`src/rtl/gclp_pkg.sv`:
```
// Package for the G-code line parser: sequencer states, parse phases,
// character codes and the power-of-ten table. No dependencies.
package gclp_pkg;

  localparam int unsigned MaxWordsDef    = 8;
  localparam int unsigned MaxFracDigitsDef = 8;

  localparam logic [7:0] ChLf    = 8'h0A;
  localparam logic [7:0] ChCr    = 8'h0D;
  localparam logic [7:0] ChSpace = 8'h20;
  localparam logic [7:0] ChTab   = 8'h09;
  localparam logic [7:0] ChMinus = 8'h2D;
  localparam logic [7:0] ChPoint = 8'h2E;
  localparam logic [7:0] Ch0     = 8'h30;
  localparam logic [7:0] Ch9     = 8'h39;
  localparam logic [7:0] ChUA    = 8'h41;
  localparam logic [7:0] ChUZ    = 8'h5A;
  localparam logic [7:0] ChLa    = 8'h61;
  localparam logic [7:0] ChLz    = 8'h7A;
  localparam logic [7:0] ChX     = 8'h58;
  localparam logic [7:0] ChY     = 8'h59;
  localparam logic [7:0] ChF     = 8'h46;
  localparam logic [7:0] ChS     = 8'h53;
  localparam logic [7:0] ChG     = 8'h47;
  localparam logic [7:0] ChM     = 8'h4D;

  localparam logic [1:0] StatMid  = 2'd0;
  localparam logic [1:0] StatDone = 2'd1;
  localparam logic [1:0] StatErr  = 2'd2;

  typedef enum logic [1:0] {
    PH_LETTER,
    PH_NUMSTART,
    PH_DIGITS,
    PH_ERR
  } phase_e;

  typedef enum logic [2:0] {
    ST_IDLE,
    ST_LINE,
    ST_MUL,
    ST_PREP,
    ST_DIV,
    ST_APPLY,
    ST_CMD
  } state_e;

  function automatic logic [29:0] pow10(input logic [3:0] n);
    logic [29:0] r;
    unique case (n)
      4'd0: r = 30'd1;
      4'd1: r = 30'd10;
      4'd2: r = 30'd100;
      4'd3: r = 30'd1000;
      4'd4: r = 30'd10000;
      4'd5: r = 30'd100000;
      4'd6: r = 30'd1000000;
      4'd7: r = 30'd10000000;
      4'd8: r = 30'd100000000;
      4'd9: r = 30'd1000000000;
      default: r = 30'd1;
    endcase
    return r;
  endfunction

endpackage

```
`src/rtl/gclp_char_if.sv`:
```
// Input channel of the G-code line parser: one text byte per item.
// No dependencies.
interface gclp_char_if;
  logic       valid;
  logic       ready;
  logic [7:0] char_in;
  modport source (output valid, output char_in, input ready);
  modport sink (input valid, input char_in, output ready);
endinterface

```
`src/rtl/gclp_res_if.sv`:
```
// Result channel of the G-code line parser: one result item per byte.
// No dependencies.
interface gclp_res_if;
  logic               valid;
  logic               ready;
  logic        [1:0]  status;
  logic        [7:0]  cmd_letter;
  logic        [15:0] cmd_number;
  logic signed [31:0] out_x;
  logic signed [31:0] out_y;
  logic signed [31:0] out_feed;
  logic signed [15:0] out_s;
  logic               out_relative;
  modport source (output valid, output status, output cmd_letter, output cmd_number,
                  output out_x, output out_y, output out_feed, output out_s,
                  output out_relative, input ready);
  modport sink (input valid, input status, input cmd_letter, input cmd_number,
                input out_x, input out_y, input out_feed, input out_s,
                input out_relative, output ready);
endinterface

```
`src/rtl/gcode_line_parser_unit.sv`:
```
// G-code line parser top level. Uses gclp_pkg, gclp_char_if, gclp_res_if.
// Holds the byte parser, word store, line sequencer and shared divider.
//
// One byte is taken per item; a byte that does not end a line gives its
// result in the cycle after acceptance. A line end runs a sequencer over the
// stored words after the first: for each X, Y, F or S word a multiply and,
// when fraction digits remain, a rounding add and a restoring division;
// then the command check on the first word. The divider is shared by all
// words of the line. A new byte is accepted when the sequencer is idle and
// the result register is empty or being emptied. start_feed is written
// through the APB port and loads the feed target.
module gcode_line_parser_unit
  import gclp_pkg::*;
#(
  parameter int unsigned MAX_WORDS       = MaxWordsDef,
  parameter int unsigned MAX_FRAC_DIGITS = MaxFracDigitsDef
) (
  input  logic              clk_i,
  input  logic              rst_ni,
  gclp_char_if.sink         in_i,
  gclp_res_if.source        out_o,
  input  logic              psel,
  input  logic              penable,
  input  logic              pwrite,
  input  logic [2:0]        paddr,
  input  logic [31:0]       pwdata,
  output logic [31:0]       prdata,
  output logic              pready
);

  localparam int unsigned IdxW  = (MAX_WORDS > 1) ? $clog2(MAX_WORDS) : 1;
  localparam int unsigned KW    = $clog2(MAX_WORDS + 1);
  localparam int unsigned FracW = $clog2(MAX_FRAC_DIGITS + 2);
  localparam int unsigned DivW  = 33;
  localparam int unsigned CntW  = 6;

  state_e state_q, state_d;
  phase_e phase_q;

  logic [IdxW-1:0]  widx_q;
  logic [7:0]       wlet_q  [MAX_WORDS];
  logic [31:0]      wman_q  [MAX_WORDS];
  logic [FracW-1:0] wfrac_q [MAX_WORDS];
  logic             wneg_q  [MAX_WORDS];

  logic [31:0] tx_q, ty_q, tfeed_q;
  logic [15:0] spin_q;
  logic        rel_q, relb_q;
  logic [30:0] start_feed_q;

  logic [KW-1:0]   k_q;
  logic [7:0]      let_q;
  logic            neg_q;
  logic [9:0]      mult_q;
  logic [3:0]      fr_q;
  logic [31:0]     prod_q;
  logic [DivW-1:0] dvd_q;
  logic [30:0]     rem_q;
  logic [29:0]     dvs_q;
  logic [CntW-1:0] cnt_q;

  logic        ov_q;
  logic [1:0]  st_q;
  logic [7:0]  cl_q;
  logic [15:0] cn_q;

  logic       acc, cfg_wr;
  logic [IdxW-1:0] ridx;
  logic [7:0] c, cu;
  logic       is_end, is_blank, is_num, is_let;
  logic [31:0] dval;
  logic [3:0] fraw, fcan;
  logic [31:0] sv;
  logic [31:0] t_diff;
  logic [31:0] n0;
  logic        cmd_ok;

  assign pready = 1'b1;
  assign prdata = {1'b0, start_feed_q};
  assign cfg_wr = psel & penable & pwrite;

  assign in_i.ready = (state_q == ST_IDLE) && (!ov_q || out_o.ready);
  assign acc        = in_i.valid & in_i.ready;

  assign out_o.valid        = ov_q;
  assign out_o.status       = st_q;
  assign out_o.cmd_letter   = cl_q;
  assign out_o.cmd_number   = cn_q;
  assign out_o.out_x        = tx_q;
  assign out_o.out_y        = ty_q;
  assign out_o.out_feed     = tfeed_q;
  assign out_o.out_s        = spin_q;
  assign out_o.out_relative = relb_q;

  assign ridx     = (state_q == ST_IDLE) ? widx_q : k_q[IdxW-1:0];
  assign c        = in_i.char_in;
  assign is_end   = (c == ChLf) || (c == ChCr);
  assign is_blank = (c == ChSpace) || (c == ChTab);
  assign is_num   = (c >= Ch0) && (c <= Ch9);
  assign cu       = ((c >= ChLa) && (c <= ChLz)) ? c - 8'd32 : c;
  assign is_let   = (cu >= ChUA) && (cu <= ChUZ);
  assign dval     = {28'd0, c[3:0]};

  always_comb begin
    fraw = 4'd0;
    if (wfrac_q[ridx] != '0) begin
      fraw = 4'(wfrac_q[ridx] - 1'b1);
    end
    if (fraw > 4'd9) begin
      fraw = 4'd9;
    end
    fcan = (fraw > 4'd3) ? 4'd3 : fraw;
  end

  assign sv     = neg_q ? (32'd0 - dvd_q[31:0]) : dvd_q[31:0];
  assign t_diff = {rem_q, dvd_q[DivW-1]} - {2'b00, dvs_q};
  assign n0     = wman_q[0];

  always_comb begin
    cmd_ok = 1'b0;
    if (wlet_q[0] == ChG) begin
      cmd_ok = (n0 == 32'd0) || (n0 == 32'd1) || (n0 == 32'd28) ||
               (n0 == 32'd90) || (n0 == 32'd91);
    end else if (wlet_q[0] == ChM) begin
      cmd_ok = (n0 == 32'd0) || (n0 == 32'd112) || (n0 == 32'd114) ||
               (n0 == 32'd119) || (n0 == 32'd202) || (n0 == 32'd222);
    end
  end

  always_ff @(posedge clk_i or negedge rst_ni) begin
    if (!rst_ni) begin
      state_q <= ST_IDLE;
    end else begin
      state_q <= state_d;
    end
  end

  always_comb begin
    state_d = state_q;
    unique case (state_q)
      ST_IDLE: begin
        if (acc && is_end && (phase_q == PH_DIGITS)) begin
          state_d = ST_LINE;
        end
      end
      ST_LINE: begin
        if (k_q > KW'(widx_q)) begin
          state_d = ST_CMD;
        end else if ((wlet_q[ridx] == ChX) || (wlet_q[ridx] == ChY) ||
                     (wlet_q[ridx] == ChF) || (wlet_q[ridx] == ChS)) begin
          state_d = ST_MUL;
        end
      end
      ST_MUL:   state_d = ST_PREP;
      ST_PREP:  state_d = (fr_q == 4'd0) ? ST_APPLY : ST_DIV;
      ST_DIV:   state_d = (cnt_q == CntW'(DivW - 1)) ? ST_APPLY : ST_DIV;
      ST_APPLY: state_d = ST_LINE;
      ST_CMD:   state_d = ST_IDLE;
      default:  state_d = ST_IDLE;
    endcase
  end

  always_ff @(posedge clk_i or negedge rst_ni) begin
    if (!rst_ni) begin
      phase_q      <= PH_LETTER;
      widx_q       <= '0;
      tx_q         <= '0;
      ty_q         <= '0;
      tfeed_q      <= '0;
      spin_q       <= '0;
      rel_q        <= 1'b0;
      relb_q       <= 1'b0;
      start_feed_q <= '0;
      ov_q         <= 1'b0;
      st_q         <= StatMid;
      cl_q         <= '0;
      cn_q         <= '0;
      k_q          <= '0;
      for (int i = 0; i < MAX_WORDS; i++) begin
        wlet_q[i]  <= '0;
        wman_q[i]  <= '0;
        wfrac_q[i] <= '0;
        wneg_q[i]  <= 1'b0;
      end
    end else begin
      if (ov_q && out_o.ready) begin
        ov_q <= 1'b0;
      end
      if (cfg_wr && (paddr[2] == 1'b0)) begin
        start_feed_q <= pwdata[30:0];
        tfeed_q      <= {1'b0, pwdata[30:0]};
      end
      unique case (state_q)
        ST_IDLE: begin
          if (acc) begin
            relb_q <= rel_q;
            cl_q   <= '0;
            cn_q   <= '0;
            st_q   <= is_end ? StatErr : StatMid;
            unique case (phase_q)
              PH_LETTER: begin
                if (!is_blank) begin
                  if (is_let) begin
                    wlet_q[ridx] <= cu;
                    phase_q      <= PH_NUMSTART;
                  end else begin
                    phase_q <= PH_ERR;
                  end
                end
              end
              PH_NUMSTART: begin
                if (c == ChMinus) begin
                  wneg_q[ridx] <= 1'b1;
                  phase_q      <= PH_DIGITS;
                end else if (is_num) begin
                  wman_q[ridx] <= dval;
                  phase_q      <= PH_DIGITS;
                end else begin
                  phase_q <= PH_ERR;
                end
              end
              PH_DIGITS: begin
                if (is_num) begin
                  if (wfrac_q[ridx] > FracW'(MAX_FRAC_DIGITS)) begin
                    phase_q <= PH_ERR;
                  end else begin
                    wman_q[ridx] <= (wman_q[ridx] << 3) + (wman_q[ridx] << 1) + dval;
                    if (wfrac_q[ridx] != '0) begin
                      wfrac_q[ridx] <= wfrac_q[ridx] + 1'b1;
                    end
                  end
                end else if (is_blank) begin
                  if (32'(widx_q) + 32'd1 >= 32'(MAX_WORDS)) begin
                    phase_q <= PH_ERR;
                  end else begin
                    widx_q  <= widx_q + 1'b1;
                    phase_q <= PH_LETTER;
                  end
                end else if (is_end) begin
                  k_q <= KW'(1);
                  if (rel_q) begin
                    tx_q <= '0;
                    ty_q <= '0;
                  end
                end else if ((c == ChPoint) && (wfrac_q[ridx] == '0)) begin
                  wfrac_q[ridx] <= FracW'(1);
                end else begin
                  phase_q <= PH_ERR;
                end
              end
              PH_ERR: begin
              end
              default: begin
              end
            endcase
            if (!(is_end && (phase_q == PH_DIGITS))) begin
              ov_q <= 1'b1;
              if (is_end) begin
                phase_q <= PH_LETTER;
                widx_q  <= '0;
                for (int i = 0; i < MAX_WORDS; i++) begin
                  wlet_q[i]  <= '0;
                  wman_q[i]  <= '0;
                  wfrac_q[i] <= '0;
                  wneg_q[i]  <= 1'b0;
                end
              end
            end
          end
        end
        ST_LINE: begin
          if (state_d != ST_MUL && state_d != ST_CMD) begin
            k_q <= k_q + 1'b1;
          end
        end
        ST_APPLY: begin
          k_q <= k_q + 1'b1;
          if (let_q == ChX) begin
            tx_q <= sv;
          end else if (let_q == ChY) begin
            ty_q <= sv;
          end else if (let_q == ChF) begin
            tfeed_q <= sv;
          end else begin
            spin_q <= sv[15:0];
          end
        end
        ST_CMD: begin
          ov_q <= 1'b1;
          st_q <= cmd_ok ? StatDone : StatErr;
          cl_q <= wlet_q[0];
          cn_q <= (n0 > 32'd65535) ? 16'hFFFF : n0[15:0];
          if ((wlet_q[0] == ChG) && (n0 == 32'd90)) begin
            rel_q <= 1'b0;
          end else if ((wlet_q[0] == ChG) && (n0 == 32'd91)) begin
            rel_q <= 1'b1;
          end
          phase_q <= PH_LETTER;
          widx_q  <= '0;
          for (int i = 0; i < MAX_WORDS; i++) begin
            wlet_q[i]  <= '0;
            wman_q[i]  <= '0;
            wfrac_q[i] <= '0;
            wneg_q[i]  <= 1'b0;
          end
        end
        default: begin
        end
      endcase
    end
  end

  // shared datapath: scale, rounding add, restoring divide
  always_ff @(posedge clk_i) begin
    unique case (state_q)
      ST_LINE: begin
        let_q <= wlet_q[ridx];
        neg_q <= wneg_q[ridx];
        if ((wlet_q[ridx] == ChX) || (wlet_q[ridx] == ChY)) begin
          mult_q <= 10'(pow10(4'd3 - fcan));
          fr_q   <= fraw - fcan;
        end else begin
          mult_q <= 10'd1;
          fr_q   <= fraw;
        end
      end
      ST_MUL: begin
        prod_q <= 32'(wman_q[ridx] * {22'd0, mult_q});
      end
      ST_PREP: begin
        if (fr_q == 4'd0) begin
          dvd_q <= {1'b0, prod_q};
        end else begin
          dvd_q <= {1'b0, prod_q} + {3'd0, pow10(fr_q) >> 1};
        end
        dvs_q <= pow10(fr_q);
        rem_q <= '0;
        cnt_q <= '0;
      end
      ST_DIV: begin
        cnt_q <= cnt_q + 1'b1;
        if ({rem_q, dvd_q[DivW-1]} >= {2'b00, dvs_q}) begin
          rem_q <= t_diff[30:0];
          dvd_q <= {dvd_q[DivW-2:0], 1'b1};
        end else begin
          rem_q <= {rem_q[29:0], dvd_q[DivW-1]};
          dvd_q <= {dvd_q[DivW-2:0], 1'b0};
        end
      end
      default: begin
      end
    endcase
  end

endmodule

```
`src/flat_wrapper.sv`:
```
// flat-port wrapper written by rule: the top's interface ports become plain ports
module gcode_line_parser_unit_flat import gclp_pkg::*;
#(
  parameter int unsigned MAX_WORDS       = MaxWordsDef,
  parameter int unsigned MAX_FRAC_DIGITS = MaxFracDigitsDef
)
  (clk_i, rst_ni, psel, penable, pwrite, paddr, pwdata, prdata, pready, in_i_valid, in_i_char_in, in_i_ready, out_o_valid, out_o_status, out_o_cmd_letter, out_o_cmd_number, out_o_out_x, out_o_out_y, out_o_out_feed, out_o_out_s, out_o_out_relative, out_o_ready);
  gclp_char_if in_i_i ();
  gclp_res_if out_o_i ();
  input  logic clk_i;
  input  logic rst_ni;
  input  logic psel;
  input  logic penable;
  input  logic pwrite;
  input  logic [2:0] paddr;
  input  logic [31:0] pwdata;
  output logic [31:0] prdata;
  output logic pready;
  input wire logic [$bits(in_i_i.valid)-1:0] in_i_valid;
  input wire logic [$bits(in_i_i.char_in)-1:0] in_i_char_in;
  output wire logic [$bits(in_i_i.ready)-1:0] in_i_ready;
  output wire logic [$bits(out_o_i.valid)-1:0] out_o_valid;
  output wire logic [$bits(out_o_i.status)-1:0] out_o_status;
  output wire logic [$bits(out_o_i.cmd_letter)-1:0] out_o_cmd_letter;
  output wire logic [$bits(out_o_i.cmd_number)-1:0] out_o_cmd_number;
  output wire logic [$bits(out_o_i.out_x)-1:0] out_o_out_x;
  output wire logic [$bits(out_o_i.out_y)-1:0] out_o_out_y;
  output wire logic [$bits(out_o_i.out_feed)-1:0] out_o_out_feed;
  output wire logic [$bits(out_o_i.out_s)-1:0] out_o_out_s;
  output wire logic [$bits(out_o_i.out_relative)-1:0] out_o_out_relative;
  input wire logic [$bits(out_o_i.ready)-1:0] out_o_ready;
  assign in_i_i.valid = in_i_valid;
  assign in_i_i.char_in = in_i_char_in;
  assign in_i_ready = in_i_i.ready;
  assign out_o_valid = out_o_i.valid;
  assign out_o_status = out_o_i.status;
  assign out_o_cmd_letter = out_o_i.cmd_letter;
  assign out_o_cmd_number = out_o_i.cmd_number;
  assign out_o_out_x = out_o_i.out_x;
  assign out_o_out_y = out_o_i.out_y;
  assign out_o_out_feed = out_o_i.out_feed;
  assign out_o_out_s = out_o_i.out_s;
  assign out_o_out_relative = out_o_i.out_relative;
  assign out_o_i.ready = out_o_ready;
  gcode_line_parser_unit #(.MAX_WORDS(MAX_WORDS), .MAX_FRAC_DIGITS(MAX_FRAC_DIGITS)) u_core (.clk_i(clk_i), .rst_ni(rst_ni), .in_i(in_i_i), .out_o(out_o_i), .psel(psel), .penable(penable), .pwrite(pwrite), .paddr(paddr), .pwdata(pwdata), .prdata(prdata), .pready(pready));
endmodule
```
`config.mk`:
```
export PLATFORM = sky130hd
export DESIGN_NAME = gcode_line_parser_unit_flat
export DESIGN_NICKNAME = d
export VERILOG_FILES = /design/src/rtl/gclp_pkg.sv /design/src/rtl/gclp_char_if.sv /design/src/rtl/gclp_res_if.sv /design/src/rtl/gcode_line_parser_unit.sv /design/src/flat_wrapper.sv
export SDC_FILE = /design/constraint.sdc
export NUM_CORES = 2
export LEC_CHECK = 0
export BUFFER_PORTS_ARGS = -buffer_cell sky130_fd_sc_hd__clkbuf_2
export CAP_MARGIN = 20
export CELL_PAD_IN_SITES_DETAIL_PLACEMENT = 1
export CELL_PAD_IN_SITES_GLOBAL_PLACEMENT = 1
export CORE_ASPECT_RATIO = 1.1
export CORE_MARGIN = 4
export CORE_UTILIZATION = 51
export DETAILED_ROUTE_END_ITERATION = 8
export GPL_ROUTABILITY_DRIVEN = 0
export HOLD_SLACK_MARGIN = 0.05
export PLACE_DENSITY = 0.91
export SLEW_MARGIN = 20
export SYNTH_ARGS = -nofsm -noshare
export SYNTH_HDL_FRONTEND = slang
export SYNTH_SLANG_ARGS = --single-unit
```
`constraint.sdc`:
```
create_clock -name clk_i -period 17.1 [get_ports clk_i]
set_clock_uncertainty 0.15 [all_clocks]
set_input_delay 0.855 -clock clk_i [delete_from_list [all_inputs] [get_ports clk_i]]
set_output_delay 0.855 -clock clk_i [all_outputs]
set_load 0.01 [all_outputs]
```
# Word level (Yosys, flattened, before mapping)
# Memory sizes are Yosys's and may differ from the RTL's. A register that Yosys moved wholly into a read port is not among the register bits.
# Index checks and enable logic that the tools add are counted.
[totals]
regBits = 659
elab_cells = 335
romBits = 1440
in_bits = 50
memories = 3
[memory_table]
columns = ["name", "depth", "width", "read_ports", "rd_ports_with_merged_regs", "write_ports", "line", "source"]
rows = [
  ["(no name shown)", 16, 30, 1, 1, 0, "gclp_pkg.sv:50", "unique case (n)"],
  ["(no name shown)", 16, 30, 1, 1, 0, "gclp_pkg.sv:50", ""],
  ["(no name shown)", 16, 30, 1, 1, 0, "gclp_pkg.sv:50", ""],
]
[classes]
n_mux = 142
n_reduce_logical = 49
n_mul = 1
n_bitwise = 12
eq_ne = 45
order_cmp = 15
n_addsub = 14
[op_table]
columns = ["cell", "n"]
rows = [
  ["256-bit 2-to-1 mux", 7],
  ["256-bit one-hot mux with 2 select lines", 2],
  ["32-bit 2-to-1 mux", 28],
  ["256-bit bitwise mux", 2],
  ["64-bit 2-to-1 mux", 6],
  ["32-bit one-hot mux with 2 select lines", 3],
  ["32-bit by 7-bit == test with 1-bit output (second input constant)", 5],
  ["64-bit one-hot mux with 2 select lines", 1],
  ["32-bit binary-select mux with 3-bit select", 1],
  ["32-bit demux with 3-bit select", 1],
  ["8-bit 2-to-1 mux", 10],
  ["8-bit by 7-bit == test with 1-bit output (second input constant)", 9],
  ["33-bit one-hot mux with 2 select lines", 1],
  ["64-bit bitwise mux", 1],
  ["32-bit by 8-bit == test with 1-bit output (second input constant)", 2],
  ["31-bit one-hot mux with 2 select lines", 1],
  ["30-bit 2-to-1 mux", 2],
  ["4-bit 2-to-1 mux", 14],
  ["32-bit by 29-bit adder with 33-bit output", 1],
  ["3-bit 2-to-1 mux", 11],
  ["33-bit 2-to-1 mux", 1],
  ["32-bit adder", 1],
  ["32-bit by 4-bit adder with 32-bit output", 1],
  ["32-bit bitwise mux", 1],
  ["other kinds (77)", 166],
]

# Logic depth before layout (Yosys ltp)
[logic_depth]
ltp_word = 18
ltp_mapped = 34
mapped_depth_nobuf = 27

# Worst setup path before layout
# No wires, ideal clock.
[synth_timing]
kind = "reg2reg"
start = "reg u_core.state_q[2]"
end = "reg u_core.prod_q[31], data pin"
required_time_ns = 16.690
arrival_ns = 7.826
stages_incl_launch_ff = 32
setup_slack_ns = 8.864
cell_sequence = "dfrtp_1 > buf_6 > or3_1 > buf_2 > buf_6 > buf_6 > mux2_2 > clkbuf_1 > buf_1 > clkbuf_1 > o22ai_1 > nor3_1 > nand2_1 > fa_1 > fa_1 > inv_1 > fa_1 > fa_1 > inv_1 > fa_1 > inv_1 > ha_1 > a21o_1 > a21oi_1 > o31a_1 > o21ai_0 > o311ai_0 > nor2_1 > a2111oi_0 > o21bai_1 > a21oi_1 > xnor2_1"
[synth_between]
elab_chain_len = 7
[synth_lines]
columns = ["element", "line", "source"]
rows = [
  ["start: declaration", "gcode_line_parser_unit.sv:37", "state_e state_q, state_d;"],
  ["start signal: assignment", "gcode_line_parser_unit.sv:134", "state_q <= state_d;"],
  ["3-bit logical NOT", "gcode_line_parser_unit.sv:95", "assign ridx = (state_q == ST_IDLE) ? widx_q : k_q[IdxW-1:0];"],
  ["3-bit 2-to-1 mux", "gcode_line_parser_unit.sv:95", ""],
  ["3-bit NOT with 4-bit output (not written as such)", "gcode_line_parser_unit.sv:328", "prod_q <= 32'(wman_q[ridx] * {22'd0, mult_q});"],
  ["32-bit binary-select mux with 3-bit select", "gcode_line_parser_unit.sv:328", ""],
  ["32-bit 2-to-1 mux (2 in series)", "n/a", ""],
  ["32-bit by 10-bit multiplier with 32-bit output", "gcode_line_parser_unit.sv:328", ""],
  ["end signal: assignment", "gcode_line_parser_unit.sv:328", ""],
  ["end: declaration", "gcode_line_parser_unit.sv:56", "logic [31:0] prod_q;"],
]
# No other way between the ends. The select of a mux whose other input is x is not followed.
# A chain may end at the register's enable or synchronous reset.

# Worst setup path in the final report
[layout_timing]
start = "reg u_core.state_q[0]"
end = "reg u_core.prod_q[31], data pin"
# The elaborated chain is that of the path after synthesis.

==> metrics.csv <==
metric,value,unit
cp.required,17.28,ns
core_area,89500,sq um
post_cts_buffers,0,
arrival,10.44,ns
report.final.slew_viol_count,0,
setup-tns-final,0,ns
netlist-cell-type-count,107,
r2r_slack,6.83,ns
global_route.overflow_total,0,
cpMaxStageDelayCell,dfrtp_1,
io_buffer_count,218,
postCtsResizedCells,0,
drv.max_cap_violation_count,0,
ctsHoldBuffers,0,
fraction_of_final_layout_cells_sized_beyond_drive_strength_1,0.121,
final_period_util,0.600,
drtPass1Iterations,6,
vias_per_cell,6.93,
min_period,10.27,ns
status,finished clean,
tritoncts,yes,
post_synth_most_frequent_cells,"nand2_1, dfrtp_1, nor2_1",
initial_antenna_violation_count,9,
synth.cell_area,46100,sq um
drcViolationCount,0,
wl_per_cell,29.8,um
clk_pin_slew_worst_paths,0.06,ns
synthArstFlopShare,0.762,
synth-seq-area-share,0.402,
synth_area_leader_cell,dfrtp_1,
hold_class,input pin to asynchronous set/reset pin,
netlist_top_cells_area,"dfrtp_1, edfxtp_1, fa_1, nand2_1, ha_1",
finalSetupViolCount,0,
synth_ff_type,dfrtp_1,
detailroute.via_count,42800,
number_of_buffers_on_the_longest_clock_path,3,
post-dp-hpwl,115000,um
initial_cell_density_of_the_core,0.515,
synth.yosys.warnings,0,
clock_insertion_delay_worst_skew,0.68,ns
critPathMostFrequentCell,fa_1,
number_of_h_tree_levels,3,
via_count_of_the_first_global_routing_pass,46500,
area_growth_from_synthesis_to_layout,11.3,%
dieWidth,295,um
final-hold-violation-count,0,
worst_setup_path_start_kind,register,
critical_path.max_fanout,31,
yosys.cell_count.top_type,nand2_1,
rr_worst_depth,28,
netlist.area_leader.share,0.296,
fmaxAchievable,0.0974,GHz
grt_pass1_wl,281000,um
ant_nets,0,
syn-mean-instance-area,9.54,sq um
design.final.nets,5386,
beginning_of_the_worst_register_to_register_path,u_core.state_q[0]$_DFF_PN0_,
critical_path.reg2reg.endpoint,u_core.prod_q[31]$_DFFE_PP_,
clk_root_buffer_cell,clkbuf_16,
detailedRoute.firstIterationViolations,5027,
crit_path_end_kind,register,
cpPeakStageDelay,0.87,ns
total_global_routing_track_utilization,0.381,
routed_wl,184000,um
rsz0062_at_grt,false,
floorplan.die_area,95200,sq um
post_synth_edffs,148,
max_slew.worst_pin.slew,1.20,ns
synth_cells,4826,
floorplan.io_pins,224,
postSynthRegisterBits,714,
rows,115,
dieHeight,323,um
clock_sinks,714,
max-slew-margin-rel,0.201,
grt_start_max_net_pins,151,
crit_type,register to register,
numCtsBuffers,80,
## routing by layer
layer | vias to the layer above | part of all wire | track usage
li1 | 17300 | - | -
met1 | 21500 | 0.35 | 0.429
met2 | 2944 | 0.47 | 0.630
met3 | 1066 | 0.098 | 0.0973
met4 | 8 | 0.083 | 0.278
met5 | - | 0.00024 | 0
## metrics by stage
| step | area, sq um | hold slack, ns | instances | worst slack, ns | utilization |
|---|---|---|---|---|---|
| 5_1_grt | 51200 | 0.142 | 6177 | 6.32 | 0.573 |
| 2_1_floorplan | 46100 | 0.290 | 4829 | 8.86 | - |
| 3_5_place_dp | 48400 | 0.314 | 6023 | 7.14 | 0.541 |
| 3_3_place_gp | 48400 | 0.306 | 6021 | 7.41 | 0.540 |
| 4_1_cts | 51100 | 0.118 | 6170 | 6.96 | 0.571 |
| 6_report | 51300 | 0.0828 | 6183 | 6.83 | 0.573 |
## cells by family (layout without fill, tap and decap cells)
kind of cell / after synthesis / in the layout / synth area share
xor+xnor: 150 / 150 / 0.0285
fa+ha+maj: 394 / 394 / 0.140
flops: 714 / 714 / 0.402
other cells: 2 / 11 / 0.000163
compound gates: 1217 / 1217 / 0.180
buf+inv: 577 / 755 / 0.0487
simple gates: 1638 / 1638 / 0.168
mux: 134 / 134 / 0.0321
## worst max-delay path by stage
| stage | startpoint | endpoint | slack, ns | depth (start not counted) |
|---|---|---|---|---|
| 2_1_floorplan | u_core.state_q[2]$_DFF_PN0_ | u_core.prod_q[31]$_DFFE_PP_ | 8.86 | 31 |
| 3_3_place_gp | u_core.state_q[1]$_DFF_PN0_ | u_core.prod_q[31]$_DFFE_PP_ | 7.41 | 28 |
| 3_5_place_dp | u_core.state_q[0]$_DFF_PN0_ | u_core.prod_q[31]$_DFFE_PP_ | 7.14 | 28 |
| 4_1_cts | u_core.state_q[0]$_DFF_PN0_ | u_core.prod_q[31]$_DFFE_PP_ | 6.96 | 28 |
| 5_1_grt | u_core.state_q[0]$_DFF_PN0_ | u_core.prod_q[31]$_DFFE_PP_ | 6.32 | 28 |
| 6_report | u_core.state_q[0]$_DFF_PN0_ | u_core.prod_q[31]$_DFFE_PP_ | 6.83 | 28 |
## layout by cell type (no fill, tap or decap), drive strengths merged, types with 32 or more instances in the layout
| cell type | instances |
|---|---|
| o22ai | 102 |
| mux2i | 60 |
| mux2 | 72 |
| nand2 | 691 |
| xor2 | 63 |
| nor4 | 40 |
| dfrtp | 544 |
| edfxtp | 148 |
| a21oi | 280 |
| a22o | 195 |
| nor2b | 35 |
| inv | 301 |
| fa | 202 |
| nor3 | 96 |
| nand3 | 79 |
| ha | 192 |
| a32o | 40 |
| clkbuf | 341 |
| o21ai | 228 |
| a211oi | 32 |
| nor2 | 335 |
| a31oi | 53 |
| xnor2 | 87 |
| a21o | 67 |
| and3 | 40 |
| buf | 93 |
| and2 | 163 |
## registers in the layout, indices dropped and copies added (netlist names), 23 cells and up, named ones only
signal,count
u_core.dvd_q,33
u_core.dvs_q,23
u_core.n0,32
u_core.out_o.out_feed,32
u_core.out_o.out_x,32
u_core.out_o.out_y,32
u_core.prod_q,32
u_core.rem_q,31
u_core.start_feed_q,31
u_core.wfrac_q,32
u_core.wlet_q,64
u_core.wman_q,224
## area by class of cell
| type | count | area (sq um) |
|---|---|---|
| Timing Repair Buffer | 312 | 1900 |
| Tap cell | 1170 | 1460 |
| Sequential cell | 714 | 18500 |
| Clock inverter | 25 | 288 |
| Clock buffer | 122 | 2410 |
| Multi-Input combinational cell | 3538 | 25600 |
| Antenna cell | 6 | 15.0 |
| Fill cell | 9909 | 38200 |
| Inverter | 296 | 1110 |
## worst max-delay path, delay by kind of cell, from the launching register on
kind                       cells  cell delay [ns]
DFF                            1             0.87
adders and majority gates      6             3.05
buffers and inverters          6             1.51
xor gates and xnor gates       1             0.13
AOI/OAI and AO/OA             10             2.66
muxes                          1             0.68
and+or+nand+nor                4             0.78
Power is left out: the tool's default activity adds up to more than one toggle a clock period on the data nets, which glitch-free logic cannot reach.
